==> config.mk <==
export PLATFORM = sky130hd
export DESIGN_NAME = uvs_div_cell
export DESIGN_NICKNAME = d
export VERILOG_FILES = /design/src/rtl/core/uvs_pkg.sv /design/src/rtl/core/uvs_div_cell.sv
export SDC_FILE = /design/constraint.sdc
export NUM_CORES = 1
export LEC_CHECK = 0
export BUFFER_PORTS_ARGS = -buffer_cell sky130_fd_sc_hd__buf_2
export CORE_ASPECT_RATIO = 1.1
export CORE_MARGIN = 4
export CORE_UTILIZATION = 33
export DETAILED_ROUTE_END_ITERATION = 6
export PLACE_DENSITY = 0.71
export REMOVE_ABC_BUFFERS = 1
export SYNTH_ARGS = -nofsm -noshare
export SYNTH_HDL_FRONTEND = slang
export SYNTH_SLANG_ARGS = --single-unit
==> constraint.sdc <==
create_clock -name clk -period 2.5 [get_ports clk]
set_input_delay 0.5 -clock clk [delete_from_list [all_inputs] [get_ports clk]]
set_output_delay 0.5 -clock clk [all_outputs]
set_load 0.05 [all_outputs]
==> src/rtl/core/uvs_pkg.sv <==
`timescale 1ns / 1ps

package uvs_pkg;

  localparam int MAX_DIVISIONS = 256;
  localparam int FRACTION_BITS = 16;

  localparam int N_DIV_CELLS  = 32;
  localparam int N_POLY_CELLS = 5;

  localparam logic [31:0] Q30_ONE = 32'h4000_0000;
  localparam logic [33:0] PI_Q32  = 34'h3_243F_6A88;

  // Register indexes of the configuration port.
  localparam logic [1:0] REG_STACK_COUNT   = 2'd0;
  localparam logic [1:0] REG_SECTOR_COUNT  = 2'd1;
  localparam logic [1:0] REG_SPHERE_RADIUS = 2'd2;

  // Taylor divisors for the sine and cosine Horner steps, with their
  // reciprocals scaled by 2^32.
  localparam logic [6:0] SDIV [N_POLY_CELLS] = '{7'd110, 7'd72, 7'd42, 7'd20, 7'd6};
  localparam logic [6:0] CDIV [N_POLY_CELLS] = '{7'd90, 7'd56, 7'd30, 7'd12, 7'd2};
  localparam logic [31:0] SRCP [N_POLY_CELLS] = '{
    32'((64'd1 << 32) / 110), 32'((64'd1 << 32) / 72), 32'((64'd1 << 32) / 42),
    32'((64'd1 << 32) / 20), 32'((64'd1 << 32) / 6)};
  localparam logic [31:0] CRCP [N_POLY_CELLS] = '{
    32'((64'd1 << 32) / 90), 32'((64'd1 << 32) / 56), 32'((64'd1 << 32) / 30),
    32'((64'd1 << 32) / 12), 32'((64'd1 << 32) / 2)};

  // Partial state of the two restoring dividers.
  typedef struct packed {
    logic [8:0]  rem_n;
    logic [9:0]  rem_s;
    logic [31:0] q_n;
    logic [31:0] q_s;
    logic        int_n;
  } div_t;

  typedef struct packed {
    logic [1:0] quad;
    logic       swap;
  } oct_t;

  typedef struct packed {
    oct_t        stk;
    oct_t        sec;
    logic [16:0] tu;
    logic [16:0] tv;
  } meta_t;

  typedef struct packed {
    logic [29:0] x;
    logic [29:0] x2;
    logic [30:0] ts;
    logic [30:0] tc;
  } lane_t;

  typedef struct packed {
    lane_t stk;
    lane_t sec;
  } poly_t;

  // Shift right with rounding half away from zero.
  function automatic logic signed [63:0] round_away(input logic signed [63:0] v,
                                                    input int unsigned sh);
    logic [63:0] half;
    logic [63:0] mag;
    half = 64'd1 << (sh - 1);
    mag  = v[63] ? 64'(-v) : 64'(v);
    mag  = (mag + half) >> sh;
    return v[63] ? -signed'(mag) : signed'(mag);
  endfunction

endpackage

==> src/rtl/core/uvs_div_cell.sv <==
`timescale 1ns / 1ps

module uvs_div_cell (
  input  logic          clk,
  input  logic          rst,
  input  logic          en,
  input  logic [8:0]    div_n,
  input  logic [9:0]    div_s,
  input  logic          valid_in,
  input  uvs_pkg::div_t d_in,
  output logic          valid_out,
  output uvs_pkg::div_t d_out
);
  import uvs_pkg::*;

  logic [9:0]  tn;
  logic [10:0] ts;
  logic        bn;
  logic        bs;
  div_t        d_next;

  // One restoring step for each divider: double, compare, subtract.
  always_comb begin
    tn = {d_in.rem_n, 1'b0};
    ts = {d_in.rem_s, 1'b0};
    bn = tn >= {1'b0, div_n};
    bs = ts >= {1'b0, div_s};
    d_next       = d_in;
    d_next.rem_n = bn ? 9'(tn - {1'b0, div_n}) : tn[8:0];
    d_next.rem_s = bs ? 10'(ts - {1'b0, div_s}) : ts[9:0];
    d_next.q_n   = {d_in.q_n[30:0], bn};
    d_next.q_s   = {d_in.q_s[30:0], bs};
  end

  always_ff @(posedge clk) begin
    if (rst) begin
      valid_out <= 1'b0;
    end else if (en) begin
      valid_out <= valid_in;
    end
  end

  always_ff @(posedge clk) begin
    if (en) begin
      d_out <= d_next;
    end
  end

endmodule

# == Yosys cells after proc, flatten, opt, wreduce, memory -nomap -nowiden ==
# Index checks and enable logic that the tools add are counted.
# totals
output_inout_bits,85
mem_bits_ro,0
ramBits,0
latchBits,0
reg_bits,85
mem_count,0
# classes
n_div,0
n_mux,2
n_addsub,2
multipliers,0
bitwise_logic,0
n_reduce_logical,0
magnitude_cmp,2
n_eq_ne,0
n_shift,0
# ops
cell,count
$ge 11x10->1,1
$ge 10x9->1,1
$mux 10,1
$sub 10x10->10,1
$mux 9,1
$sub 9x9->9,1

# == Depth between registers and ports, before layout ==
# Gate-level depths: netlist of the first run.
# logic_depth
ltp_word,2
mapped_depth,9

# == Worst setup path before layout of the first run ==
# Ideal clock, no wire load.
# synth_path
path_type,input-to-reg
from,input port div_n[0]
to,register d_out[78] (netlist bit) (data pin)
stages,7
arrival_ps,2059
path_slack_ps,181
setup_time_ps,260
path_cell_list,fa_1 nand2b_1 a21o_1 a41o_1 and2_4 buf_6 mux2_4
# synth_lines
element,line_no,rtl
from (decl),uvs_div_cell.sv:7,"input logic [8:0] div_n,"
to (signal assigned),uvs_div_cell.sv:45,d_out <= d_next;
to (decl),uvs_div_cell.sv:12,output uvs_pkg::div_t d_out

==> reports/results.env, run 1 <==
YS_TYPES=41
CELL_INT_POWER_mW=2.72
SYNTHMOSTINSTANTIATEDCELL='edfxtp_1'
SYNTHDOMINANTAREACELLTYPE='edfxtp_1'
POST_CTS_SIZING=0
REMAINING_DRC_ERRORS=0
SYNTH.TOP_CELLS.BY_COUNT='84 x edfxtp_1, 22 x inv_1, 19 x ha_1'
MAX_SLEW_VIOLATIONS=0
HOLD_VIOL=0
WORST_EP_ARRIVAL_TIME_PS=2210
DIE-HEIGHT_UM=120
ROW_COUNT=40
SETUP-VIOLATIONS-FINAL=0
TIMING_WORST_SLEW_PIN_VALUE_PS=509
DPL.HPWL_UM=7390
FMAX_MHz=468
SYNTHESIS.YOSYS.WARNINGS=0
FINAL_ANTENNA_NET_COUNT=0
FLIP_FLOP_CELL_WITH_THE_HIGHEST_COUNT_AFTER_SYNTHESIS='edfxtp_1'
DRT-TOTAL-WL_UM=9180
YOSYS_REGISTER_BITS=85
SHARE_OF_THE_CLOCK_PERIOD_USED_BY_THE_WORST_PATH_PCT=85.5
SETUP.WORST_PATH.END_CLASS='flop'
TOTAL_POWER_mW=4.04
CTS_HOLD_BUF=0
P_PER_AREA_mW_PER_MM2=770
ROUTED_VIA_DENSITY=4.67
SETUP.REG_TO_REG.WORST_SLACK_PS=1910
SWITCHING_SHARE_PCT=32.5
CORE_AREA_MM2=0.0110
DETAILEDROUTE.FIRSTPASSITERATIONCOUNT=4
DIE_WIDTH_UM=110
CLOCK_LATENCY_PS=320
CTS.REPORTEDPATHS.CLKPINSLEW_PS=70
RSZ0062_AT_GRT='false'
CRITICAL_PATH.CELL_CHAIN='buf_2 -> inv_1 -> ha_1 -> nor2b_1 -> o31a_1 -> o211ai_2 -> nand3_2 -> mux2_2'
R2R-START='valid_out$_SDFFE_PP0P_'
INITIAL_ANTENNA_VIOLATION_COUNT=0
CLOCK_TREE_FROM_TRITONCTS='yes'
HOLD_PATH_CLASS='in -> reg'
TOTAL_LEAKAGE_POWER_nW=2.35
FRACTION_OF_POWER_CONSUMED_BY_THE_CLOCK_NETWORK_PCT=30.6
AVGSYNTHCELLAREA_UM2=15.1
MIN_PERIOD_PS=2140
COMBINATIONALPOWERSHARE_PCT=25.8
HOLD-PATH-CELL-COUNT=2
TIMING_WORST_SETUP_PATH_TYPE='in -> reg'
POST_SYNTHESIS_TO_FINAL_LAYOUT_AREA_GROWTH_PCT=39.8
GRT.OVERFLOW.TOTAL=0
PROPORTION_OF_POWER_DRAWN_BY_FLIP_FLOPS_AND_LATCHES_PCT=43.5
REG2REG_DEPTH=2
CRIT_PATH_START_KIND='input pin'
WORST_CLOCK_SKEW_PS=0
CRITICAL_PATH_REQUIRED_PS=2580
CELL_WITH_THE_LARGEST_STAGE_DELAY_ON_THE_WORST_PATH='mux2_2'
CTS_BUFFERS=9
WORST_PATH_LARGEST_CELL_DELAY_PS=360
DRT-WIRELENGTH-PER-CELL_UM=15.0
FINISH.NET_COUNT=586
IO_PINS=192
POWER.SWITCHING_mW=1.31
START_UTIL_PCT=34.1
HTREEDEPTH=3
GRT_MAX_DEGREE=46
CTSROOTBUFFERMASTER='clkbuf_16'
NUM_VIAS=2848
POST-SYNTH-TOP-AREA-FRACTION_PCT=67.2
CLOCK_SINKS=85
NETLIST_AREA_MM2=0.00375
RUN_STATUS='finished, final reports clean'
SYNTHARSTFLOPSHARE_PCT=0
DRT-INITIAL-DRC-COUNT=77
SYN_INST=249
CTS.REPAIR_TIMING.SETUP_BUFFER_COUNT=0
POST_ROUTE_CELLS_DRIVE_ABOVE_1_SHARE_PCT=50.1
VIAS_IN_THE_FIRST_GLOBAL_ROUTE=2895
MAXCAPVIOLCOUNT=0
WORSTHOLDENDPOINT='valid_out$_SDFFE_PP0P_'
ANTENNA-DIODE-COUNT=0
VDD_DROP_MAX_mV=0.301
PLACE_CONGESTION=0.801
GRT_PASS1_WL_UM=13800
HP-START='rst'
WORST-PATH-MAX-FANOUT=9
SYNTH_EDF_COUNT=84
TIMING.SETUP.TNS_PS=0
FRACTION_OF_THE_YOSYS_AREA_TAKEN_BY_SEQUENTIAL_CELLS_PCT=67.8
IO_BUFFERS=189
REG2REG_TO='valid_out$_SDFFE_PP0P_'
SYNTH.TOP_CELLS.BY_AREA='edfxtp_1 67%, ha_1 6.3%, mux2_2 2.4%'
DIEAREA_MM2=0.0131
MAX-CLOCK-PATH-BUFFERS=2
WORST_SLEW_MARGIN_PCT=66.1
GLOBALROUTETOTALUTIL_PCT=13.5
placed cells by master (no fill, tap or decap), types with 2 or more instances in the layout:
cell type  Yosys  final
mux2_2         8      8
a31oi_1        4      4
xnor2_1        7      7
buf_2          0    188
xor2_1         3      3
ha_1          19     19
buf_4          0     10
a211oi_1       2      2
clkinv_4       0      2
a21o_1         4      4
nor2_1        12     12
o2111ai_1      2      2
edfxtp_1      84     84
mux2_4         5      5
nand3_1        5      5
nand4_1        3      3
o21ai_0       10     10
nor2b_1        4      4
o211ai_2       2      2
fa_1           2      2
o21a_1         4      4
a21oi_1       12     12
and3_1         2      2
nand2_1        7      7
clkbuf_16      0      9
inv_1         22     22
nand2b_1       6      6
inv_6          0      2
nor3_1         3      3
cells by family after synthesis:
family	count (synthesis)	share of synthesized area [%]
buf+inv	23	2.50
fa+ha+maj	21	7.41
compound gates	48	8.61
simple gates	48	6.70
mux	14	4.67
xor+xnor	10	2.34
flops	85	67.8
registers in the layout, summed over array words and instances (netlist names):
register and count:
valid_out 1, d_out 84
layout make-up:
| cell class | count | area (um^2) |
|---|---|---|
| Clock inverter | 7 | 57.6 |
| Fill cell | 1017 | 5770 |
| Sequential cell | 85 | 2540 |
| Timing Repair Buffer | 199 | 1040 |
| Tap cell | 147 | 184 |
| Clock buffer | 9 | 225 |
| Inverter | 22 | 82.6 |
| Multi-Input combinational cell | 141 | 1110 |
metrics by stage:
step | utilization, % | area, um^2 | setup WS, ps | hold WS, ps | cells
2_1_floorplan | - | 3740 | 263 | 572 | 248
3_3_place_gp | 45.0 | 4960 | 47.3 | 479 | 594
3_5_place_dp | 45.0 | 4960 | 21.3 | 528 | 594
4_1_cts | 47.6 | 5240 | 356 | 326 | 610
5_1_grt | 47.6 | 5240 | 257 | 317 | 610
6_report | 47.6 | 5240 | 363 | 338 | 610
worst max-delay path by stage:
stage | startpoint | to | slack, ps
global route | div_s[1] | d_out[66]$_DFFE_PP_ | 260
CTS | div_s[1] | d_out[66]$_DFFE_PP_ | 360
detailed placement | div_s[1] | d_out[66]$_DFFE_PP_ | 20
global placement | div_s[1] | d_out[66]$_DFFE_PP_ | 50
floorplan | div_n[0] | d_out[78]$_DFFE_PP_ | 260
finish | div_s[1] | d_out[66]$_DFFE_PP_ | 360
critical path, delay by kind of cell:
family | cells | cell delay (ps)
muxes | 1 | 360
and+or+nand+nor | 2 | 410
buffers and inverters | 2 | 200
AOI/OAI and AO/OA | 2 | 490
adders and majority gates | 1 | 250
power groups by stage:
stage          Sequential, mW  Combinational (mW)  Clock [mW]
2_1_floorplan            2.27               0.260           0
3_3_place_gp             1.79                1.04           0
3_5_place_dp             1.79                1.05           0
4_1_cts                  1.76                1.05        1.29
5_1_grt                  1.77                1.12        1.36
6_report                 1.76                1.04        1.24
metal layers:
| metal | routed length [um] | track usage (%) |
|---|---|---|
| met1 | 3500 | 14.9 |
| met3 | 974 | 4.52 |
| met4 | 136 | 4.44 |
| met2 | 4570 | 23.9 |
| met5 | 0 | 0 |
No activity file was read; power rests on OpenSTA's default activity.
==> run 2, diff against run 1 <==
Settings changed: BUFFER_PORTS_ARGS -buffer_cell sky130_fd_sc_hd__buf_2 to default, DONT_BUFFER_PORTS from default to 1, PLACE_DENSITY 0.71 to default, PLACE_DENSITY_LB_ADDON from default to 0.3.
==> run 2 against run 1 <==
Maximum frequency is 3.3% higher; register-to-register slack worse by 350 ps; cell count decreased by 32%; power shrank 6.0%; clock-buffer cell count is the same; global-route usage shrank 1.1 points; die area did not move; design area fell by 19%; first-iteration DRC count up 77%; wire length is 7.1% lower.
==> reports/results.env, run 2 (same netlist as run 1, synthesis figures left out) <==
CTS.REPORTEDPATHS.CLKPINSLEW_PS=60  # about the same
VIAS_IN_THE_FIRST_GLOBAL_ROUTE=2093  # -28%
MAXCAPVIOLCOUNT=0  # unchanged
START_UTIL_PCT=34.1  # unchanged
LAYOUT.CELLS.MOST_COMMON_LIST='84 x edfxtp_1, 22 x inv_1, 19 x ha_1'
CRITICAL_PATH_REQUIRED_PS=2570  # about the same
COMBINATIONALPOWERSHARE_PCT=8.6  # -17 points
TIMING_WORST_SETUP_PATH_TYPE='in -> reg'
HOLD_VIOL=0  # unchanged
FIN_AREA_MM2=0.00425  # -19%
DIEAREA_MM2=0.0131  # unchanged
CORE_AREA_MM2=0.0110  # unchanged
CLOCK_SINKS=85  # unchanged
GLOBALROUTETOTALUTIL_PCT=12.4  # -1.1 points
IO_PINS=192  # unchanged
FINAL_ANTENNA_NET_COUNT=0  # unchanged
CTS_BUFFERS=9  # unchanged
WORST_CLOCK_SKEW_PS=0  # unchanged
TIMING.SETUP.TNS_PS=0  # unchanged
MAX_REG_FLOPS=84  # unchanged
FMAX_MHz=484  # +3.3%
FRACTION_OF_POWER_CONSUMED_BY_THE_CLOCK_NETWORK_PCT=31.7  # +1.1 points
MIN_PERIOD_PS=2070  # -69.3 ps
TOTAL_POWER_mW=3.80  # -6.0%
SETUP.WORST_PATH.END_CLASS='flop'
NUM_VIAS=2077  # -27%
CELL_WITH_THE_LARGEST_STAGE_DELAY_ON_THE_WORST_PATH='mux2_2'
MAX-CLOCK-PATH-BUFFERS=2  # unchanged
ANTENNA-DIODE-COUNT=0  # unchanged
CRITICAL_PATH.CELL_CHAIN='inv_1 -> ha_1 -> a211oi_1 -> nand2b_1 -> o211ai_2 -> nand3_2 -> mux2_2'
PLACE_WS_PS=111  # +90.0 ps
ROUTED_VIA_DENSITY=4.98  # +6.7%
SHARE_OF_THE_CLOCK_PERIOD_USED_BY_THE_WORST_PATH_PCT=82.7  # -2.8 points
DIE-HEIGHT_UM=120  # unchanged
ROW_COUNT=40  # unchanged
PLACE_CONGESTION=0.756  # -5.6%
PLACED_CELL_AREA_MM2=0.00398  # -20%
INITIAL_ANTENNA_VIOLATION_COUNT=0  # unchanged
LAYOUT.CELLS.MOST_COMMON='edfxtp_1'
POST_CTS_SIZING=0  # unchanged
WORST-PATH-MAX-FANOUT=9  # unchanged
GRT.OVERFLOW.TOTAL=0  # unchanged
CTS_HOLD_BUF=0  # unchanged
N_FILL_CELL=1049  # +3.1%
REG.LARGEST.LIST='d_out: 84 flops, valid_out: 1 flops'
TIMING_WORST_SLEW_PIN_VALUE_PS=601  # +92.6 ps
POWER.SWITCHING_mW=1.22  # -7.3%
HTREEDEPTH=3  # unchanged
MAX_SLEW_VIOLATIONS=0  # unchanged
DRT-TOTAL-WL_UM=8530  # -7.1%
CRIT_PATH_START_KIND='input pin'
IO_BUFFERS=0  # -100%
DPL.HPWL_UM=6610  # -11%
PROPORTION_OF_POWER_DRAWN_BY_FLIP_FLOPS_AND_LATCHES_PCT=59.7  # +16 points
TOTAL_LEAKAGE_POWER_nW=1.57  # -33%
REMAINING_DRC_ERRORS=0  # unchanged
FINISH.NET_COUNT=394  # -33%
DPL.CELL_COUNT=402  # -32%
VDD_DROP_MAX_mV=0.323  # +7.3%
DRT-WIRELENGTH-PER-CELL_UM=20.5  # +36%
CLOCK_TREE_FROM_TRITONCTS='yes'
SWITCHING_SHARE_PCT=32.1  # -0.46 points
SETUP-VIOLATIONS-FINAL=0  # unchanged
GRT_PASS1_WL_UM=12000  # -13%
DETAILEDROUTE.FIRSTPASSITERATIONCOUNT=4  # unchanged
GRT_MAX_DEGREE=86  # +87%
CTSROOTBUFFERMASTER='clkbuf_16'
P_PER_AREA_mW_PER_MM2=894  # +16%
POST_ROUTE_CELLS_DRIVE_ABOVE_1_SHARE_PCT=14.8  # -35 points
WORST_PATH_LARGEST_CELL_DELAY_PS=370  # about the same
HOLD_PATH_CLASS='in -> reg'
DIE_WIDTH_UM=110  # unchanged
FINAL_CELL_COUNT_NO_FILL=417  # -32%
POST_SYNTHESIS_TO_FINAL_LAYOUT_AREA_GROWTH_PCT=13.3
WORST_EP_ARRIVAL_TIME_PS=2140  # -70 ps
FIN_WS_PS=432  # +69.3 ps
WORST_SLEW_MARGIN_PCT=60.0  # -6.1 points
RSZ0062_AT_GRT='false'
CTS.REPAIR_TIMING.SETUP_BUFFER_COUNT=0  # unchanged
DRT-INITIAL-DRC-COUNT=136  # +77%
TOP_REGISTER='d_out'
RUN_STATUS='finished, final reports clean'
CLOCK_LATENCY_PS=320  # about the same
CELL_INT_POWER_mW=2.58  # -5.3%
## run 2: cell type report
| class | instances | area, um^2 | area share [%] |
|---|---|---|---|
| inverter | 22 | 82.6 | 1.94 |
| multi-input combinational | 141 | 1110 | 26.2 |
| clock buffer | 9 | 225 | 5.30 |
| clock inverter | 6 | 47.5 | 1.12 |
| tap | 147 | 184 | 4.33 |
| sequential | 85 | 2540 | 59.8 |
| timing repair buffer | 7 | 52.6 | 1.24 |
## run 2: path summary, 6_finish.rpt
| kind | from | to | slack (ps) | cells after the start |
|---|---|---|---|---|
| worst max register to register | valid_out$_SDFFE_PP0P_ | valid_out$_SDFFE_PP0P_ | 1560 | 2 |
| worst min register to register | valid_out$_SDFFE_PP0P_ | valid_out$_SDFFE_PP0P_ | 770 | 2 |
| worst max-delay path | div_s[6] | d_out[68]$_DFFE_PP_ | 430 | 7 |
| worst min-delay path | rst | valid_out$_SDFFE_PP0P_ | 240 | 1 |
## run 2: worst max-delay path, delay by kind of cell
family,cells,cell delay (ps)
AOI/OAI and AO/OA,2,530
and+or+nand+nor,2,420
muxes,1,370
adders and majority gates,1,300
buffers and inverters,1,20
## run 2: power groups by stage
stage          combinational [mW]  sequential [mW]  clock (mW)
6_report                    0.328             2.27        1.20
5_1_grt                     0.367             2.28        1.32
4_1_cts                     0.330             2.27        1.26
3_5_place_dp                0.327             2.30           0
3_3_place_gp                0.324             2.30           0
2_1_floorplan               0.260             2.27           0
## run 2: through the flow
stage / utilization, % / hold WS (ps)
finish: 38.6 / 241
global route: 38.6 / 227
CTS: 38.6 / 227
detailed placement: 36.1 / 578
global placement: 36.1 / 575
floorplan: - / 572
## run 2: routing by layer
metal,track usage (%),routed length [um],vias up
met2,20.3,4090,121
met3,6.35,977,6
li1,-,-,976
met4,4.68,107,0
met5,0,0,-
met1,13.5,3350,974
